<file path="src/cenum_pkg.sv">
// Shared constants, types and command/status structs of the combination enumerator.
package cenum_pkg;

    localparam int MAX_COMPONENTS = 8;
    localparam int MAX_GENS       = 16;

    localparam int COMP_W  = (MAX_COMPONENTS > 1) ? $clog2(MAX_COMPONENTS) : 1;
    localparam int IDX_W   = $clog2(MAX_GENS);
    localparam int CNT_W   = $clog2(MAX_GENS + 2);
    localparam int K_W     = $clog2(MAX_COMPONENTS + 1);
    localparam int ADDR_W  = COMP_W + IDX_W;
    localparam int DEPTH   = MAX_COMPONENTS * MAX_GENS;
    localparam int NIB_W   = 4;

    localparam int DEG_W   = 16;
    localparam int RES_W   = 7;
    localparam int DIM_W   = 16;
    localparam int SUM_W   = 19;
    localparam int VEC_W   = 32;
    localparam int NCOMP_W = 4;
    localparam int WORD_W  = DEG_W + RES_W + DIM_W;

    localparam logic [1:0] MODE_APPEND = 2'd0;
    localparam logic [1:0] MODE_FIRST  = 2'd1;
    localparam logic [1:0] MODE_NEXT   = 2'd2;
    localparam logic [1:0] MODE_CLEAR  = 2'd3;

    localparam logic [1:0] REG_NUM_COMPONENTS = 2'd0;
    localparam logic [1:0] REG_SAME_MASK      = 2'd1;
    localparam logic [1:0] REG_MAX_RESOLUTION = 2'd2;

    typedef enum logic [1:0] {
        KIND_ZERO,
        KIND_APPEND,
        KIND_CLEAR,
        KIND_COMB
    } kind_t;

    typedef enum logic [2:0] {
        P_HOLD,
        P_ZERO,
        P_TOP,
        P_INC,
        P_DEC
    } p_op_t;

    typedef struct packed {
        logic    latch;
        logic    first_step;
        logic    inc;
        logic    up;
        logic    fail;
        logic    fetch_start;
        logic    fetch_step;
        logic    out_load;
        p_op_t   p_op;
        kind_t   kind;
    } cmd_t;

    typedef struct packed {
        logic [1:0] mode;
        logic       any_empty;
        logic       p_top;
        logic       p_zero;
        logic       past;
        logic       up_ok;
        logic       in_range;
        logic       fetch_done;
        logic       dup;
        logic       out_free;
    } status_t;

endpackage

</file>
<file path="src/cenum_ctrl.sv">
// Controller state machine of the combination enumerator.
module cenum_ctrl (
    input  logic                clk,
    input  logic                rst_n,
    input  logic                in_valid,
    output logic                in_ready,
    input  cenum_pkg::status_t  st,
    output cenum_pkg::cmd_t     cmd
);

    localparam logic [2:0] S_IDLE     = 3'd0;
    localparam logic [2:0] S_DISPATCH = 3'd1;
    localparam logic [2:0] S_FIRST    = 3'd2;
    localparam logic [2:0] S_INC      = 3'd3;
    localparam logic [2:0] S_UP       = 3'd4;
    localparam logic [2:0] S_CHECK    = 3'd5;
    localparam logic [2:0] S_FETCH    = 3'd6;
    localparam logic [2:0] S_EMIT     = 3'd7;

    logic [2:0]       state_reg, state_next;
    cenum_pkg::kind_t kind_reg, kind_next;

    assign in_ready = (state_reg == S_IDLE);

    always_comb
    begin
        state_next      = state_reg;
        kind_next       = kind_reg;
        cmd             = '0;
        cmd.p_op        = cenum_pkg::P_HOLD;
        cmd.kind        = kind_reg;
        unique case (state_reg)
            S_IDLE:
            begin
                if (in_valid)
                begin
                    cmd.latch  = 1'b1;
                    state_next = S_DISPATCH;
                end
            end
            S_DISPATCH:
            begin
                if (st.mode == cenum_pkg::MODE_APPEND)
                begin
                    kind_next  = cenum_pkg::KIND_APPEND;
                    state_next = S_EMIT;
                end
                else if (st.mode == cenum_pkg::MODE_CLEAR)
                begin
                    kind_next  = cenum_pkg::KIND_CLEAR;
                    state_next = S_EMIT;
                end
                else if (st.any_empty)
                begin
                    kind_next  = cenum_pkg::KIND_ZERO;
                    state_next = S_EMIT;
                end
                else if (st.mode == cenum_pkg::MODE_FIRST)
                begin
                    cmd.p_op   = cenum_pkg::P_ZERO;
                    state_next = S_FIRST;
                end
                else
                begin
                    cmd.p_op   = cenum_pkg::P_TOP;
                    state_next = S_INC;
                end
            end
            S_FIRST:
            begin
                cmd.first_step = 1'b1;
                if (st.p_top)
                begin
                    state_next = S_CHECK;
                end
                else
                begin
                    cmd.p_op = cenum_pkg::P_INC;
                end
            end
            S_CHECK:
            begin
                if (st.in_range)
                begin
                    cmd.fetch_start = 1'b1;
                    state_next      = S_FETCH;
                end
                else
                begin
                    cmd.p_op   = cenum_pkg::P_TOP;
                    state_next = S_INC;
                end
            end
            S_INC:
            begin
                cmd.inc = 1'b1;
                if (!st.past)
                begin
                    if (st.p_top)
                    begin
                        state_next = S_CHECK;
                    end
                    else
                    begin
                        cmd.p_op   = cenum_pkg::P_INC;
                        state_next = S_UP;
                    end
                end
                else if (st.p_zero)
                begin
                    cmd.fail   = 1'b1;
                    kind_next  = cenum_pkg::KIND_ZERO;
                    state_next = S_EMIT;
                end
                else
                begin
                    cmd.p_op = cenum_pkg::P_DEC;
                end
            end
            S_UP:
            begin
                cmd.up = 1'b1;
                if (st.up_ok)
                begin
                    if (st.p_top)
                    begin
                        state_next = S_CHECK;
                    end
                    else
                    begin
                        cmd.p_op = cenum_pkg::P_INC;
                    end
                end
                else
                begin
                    cmd.p_op   = cenum_pkg::P_DEC;
                    state_next = S_INC;
                end
            end
            S_FETCH:
            begin
                cmd.fetch_step = 1'b1;
                if (st.fetch_done)
                begin
                    if (st.dup)
                    begin
                        cmd.p_op   = cenum_pkg::P_TOP;
                        state_next = S_INC;
                    end
                    else
                    begin
                        kind_next  = cenum_pkg::KIND_COMB;
                        state_next = S_EMIT;
                    end
                end
            end
            S_EMIT:
            begin
                if (st.out_free)
                begin
                    cmd.out_load = 1'b1;
                    state_next   = S_IDLE;
                end
            end
            default:
            begin
                state_next = S_IDLE;
            end
        endcase
    end

    always_ff @(posedge clk or negedge rst_n)
    begin
        if (!rst_n)
        begin
            state_reg <= S_IDLE;
            kind_reg  <= cenum_pkg::KIND_ZERO;
        end
        else
        begin
            state_reg <= state_next;
            kind_reg  <= kind_next;
        end
    end

endmodule

</file>
<file path="config.mk">
export PLATFORM = sky130hd
export DESIGN_NAME = cenum_ctrl
export DESIGN_NICKNAME = d
export VERILOG_FILES = /design/src/cenum_pkg.sv /design/src/cenum_ctrl.sv
export SDC_FILE = /design/constraint.sdc
export NUM_CORES = 1
export LEC_CHECK = 0
export BUFFER_PORTS_ARGS = -buffer_cell sky130_fd_sc_hd__clkbuf_2
export CAP_MARGIN = 10
export CORE_MARGIN = 10
export CORE_UTILIZATION = 40
export DETAILED_ROUTE_END_ITERATION = 8
export PLACE_DENSITY = 0.8
export SETUP_SLACK_MARGIN = 0.4
export SKIP_LAST_GASP = 1
export SYNTH_ARGS = -nofsm -noshare
export SYNTH_HDL_FRONTEND = slang
export SYNTH_SLANG_ARGS = --single-unit
</file>
<file path="constraint.sdc">
create_clock -name clk -period 1.2 [get_ports clk]
set_input_delay 0.12 -clock clk [delete_from_list [all_inputs] [get_ports clk]]
set_output_delay 0.12 -clock clk [all_outputs]
set_load 0.01 [all_outputs]
</file>
==> metrics.yaml <==
sta:
  finalCritPeriodShare: 1.48
  worst_slew_pin_slew_ns: 0.361
  rsz0062_at_grt: "yes"
  post-route-min-period_ns: 1.78
  fin_ws_ns: -0.580
  setup_viol: 17
  maxSlewHeadroom: 0.757
  fmax_ghz: 0.562
  holdWs_ns: 0.223
  maxSlewViolCount: 0
  finalHoldViolCount: 0
  fin_skew_ns: 0.0139
clock_network:
  cts-root-buf: "clkbuf_4"
  cts_buffer_depth: 2
  tritoncts: "yes"
  cts_buffers: 3
  h-tree-depth: 1
  cts.clk_slew.worst_paths_ns: 0.07
  clock_latency_ns: 0.27
  clkSinkCount: 5
pwr:
  power-per-cell-area_nw_per_um2: 2900
  leakage_nw: 0.596
  peakVddDrop_v: 0.00182
worst_hold_path:
  hold_path_class: "in2async"
synthesis:
  synth_enable_flop_cells: 0
  syn_avg_cell_area_sq_um: 8.01
  synthFlopType: "dfrtp_1"
  syn_nets: 86
  synthesis.area_sq_um: 577
  synthArstFlopShare: 1.00
  ys_seq_elements: 5
  syn_inst: 72
  ys.warnings.count: 0
  seq_area_frac_synth: 0.217
  synth.distinct_cells: 36
finish:
  syn2layout_area_growth_pct: 113
  largest_reg_flops: 3
  layout_commonest_cell: "buf_4"
  drive_gt1_frac: 0.722
  fin_util: 0.922
  final_cell_mix: "buf_4 (22), clkbuf_2 (17), buf_6 (14), a21oi_1 (5), buf_2 (5)"
  nets: 148
  diodes: 0
floorplanning:
  start_util: 0.432
  core_area_sq_um: 1330
  die_width_um: 58.0
  rows: 13
  dieArea_sq_um: 3360
  die-height_um: 58.0
  ioPinCount: 28
grt:
  grt_pass1_wl_mm: 4.13
  gr-total-overflow: 0
  grt_max_degree: 14
  grt_pass1_vias: 854
  antenna_found_initial: 0
  track_usage: 0.156
worst_setup_path:
  cp_top_family: "flip-flops"
  crit_path_max_incr_delay_ns: 0.43
  crit_buf_inv: 2
  critPathMaxFanout: 4
  required_ns: 1.08
  crit_type: "reg2out"
  cp.arrival_ns: 1.66
  cpMaxStageDelayCell: "dfrtp_2"
  crit_chain: "buf_4 -> nand2_2 -> a22oi_1 -> or2_1 -> o311ai_2 -> buf_2"
  crit_path_end_kind: "output port"
  cp-start-kind: "register"
drt:
  vias: 950
  dr.pass1.iters: 4
  routedWlPerCell_um: 24.0
  postRouteAntennaNets: 0
  drc: 0
  via_per_inst: 6.42
  wl_mm: 3.55
  drt_iter0_markers: 65
outcome:
  outcome: "finished, violations left"
  violations: "negative setup slack"
placed_design:
  port_buffers: 27
  hpwl_mm: 1.67
  place.gp.congestion: 0.825
run:
  maxCapViolCount: 0
-- area by class of cell --
| cell class | count | area [sq um] |
|---|---|---|
| multi-input combinational | 56 | 541 |
| timing repair buffer | 61 | 478 |
| sequential | 5 | 129 |
| fill | 51 | 104 |
| inverter | 7 | 36.3 |
| clock buffer | 3 | 22.5 |
| tap | 15 | 18.8 |
| clock inverter | 1 | 5.00 |
-- worst reg2reg max path, delay by kind of cell, from the launching register on --
family / cells / cell delay, ns
AOI/OAI and AO/OA: 3 / 0.73
DFF: 1 / 0.45
buffers and inverters: 2 / 0.27
-- final timing paths --
check | start | endpoint | slack (ns) | depth (start not counted)
hold / removal | rst_n | kind_reg[1] | 0.22 | 2
max in group asynchronous | rst_n | state_reg[2] | 0.80 | 2
setup reg to reg | state_reg[1] | state_reg[2] | -0.39 | 5
hold reg to reg | kind_reg[0] | kind_reg[0] | 0.61 | 1
setup / recovery | state_reg[0] | cmd[3] | -0.58 | 6
min in group clk | st[7] | state_reg[2] | 0.24 | 2
-- cell usage after synthesis, types with 3 or more instances --
master,count,area share
nand2_1,4,0.026
inv_1,4,0.026
nor2_1,5,0.033
nor3_1,4,0.035
nor2b_1,3,0.033
dfrtp_1,5,0.22
nand3_1,3,0.026
a21oi_1,8,0.069
-- through the flow --
step           setup slack, ns  power (mW)  instance area (sq um)  std cells  setup TNS (ns)
6_report                -0.580        3.57                   1230        148           -6.69
5_1_grt                 -0.636        3.70                   1230        148           -7.23
4_1_cts                 -0.482        2.92                   1090        141           -4.71
3_5_place_dp            -0.258        2.33                    942        129           -1.72
3_3_place_gp            -0.227        2.28                    942        129           -1.33
2_1_floorplan          -0.0965        1.67                    694         72          -0.472
-- cell families after synthesis --
kind of cell / after synthesis / share of synthesized area
mux: 2 / 0.0347
compound gates: 21 / 0.278
simple gates: 32 / 0.345
buf+inv: 11 / 0.111
xor+xnor: 1 / 0.0152
flops: 5 / 0.217
-- layer usage --
metal  vias to the layer above  global-route usage  share of wire
met5                         -                   0              0
met4                         0               0.124          0.078
met3                        31              0.0305           0.10
met2                        85               0.268           0.47
met1                       440               0.160           0.35
li1                        394                   -              -
-- repair_timing --
action	4_1_cts	5_1_grt
pin swaps	5	9
setup buffers	7	7
setup endpoints to repair	19	19
hold buffers	1	0
endpoints found under the hold margin	5	0
resized for setup	13	28
-- power by group --
part           internal (mW)  total [mW]  switching (mW)  leakage, nW
sequential             0.272       0.412           0.140       0.0548
clock                  0.123       0.240           0.117       0.0177
combinational           1.50        2.92            1.42        0.524
(Power assumes the default switching activity.)
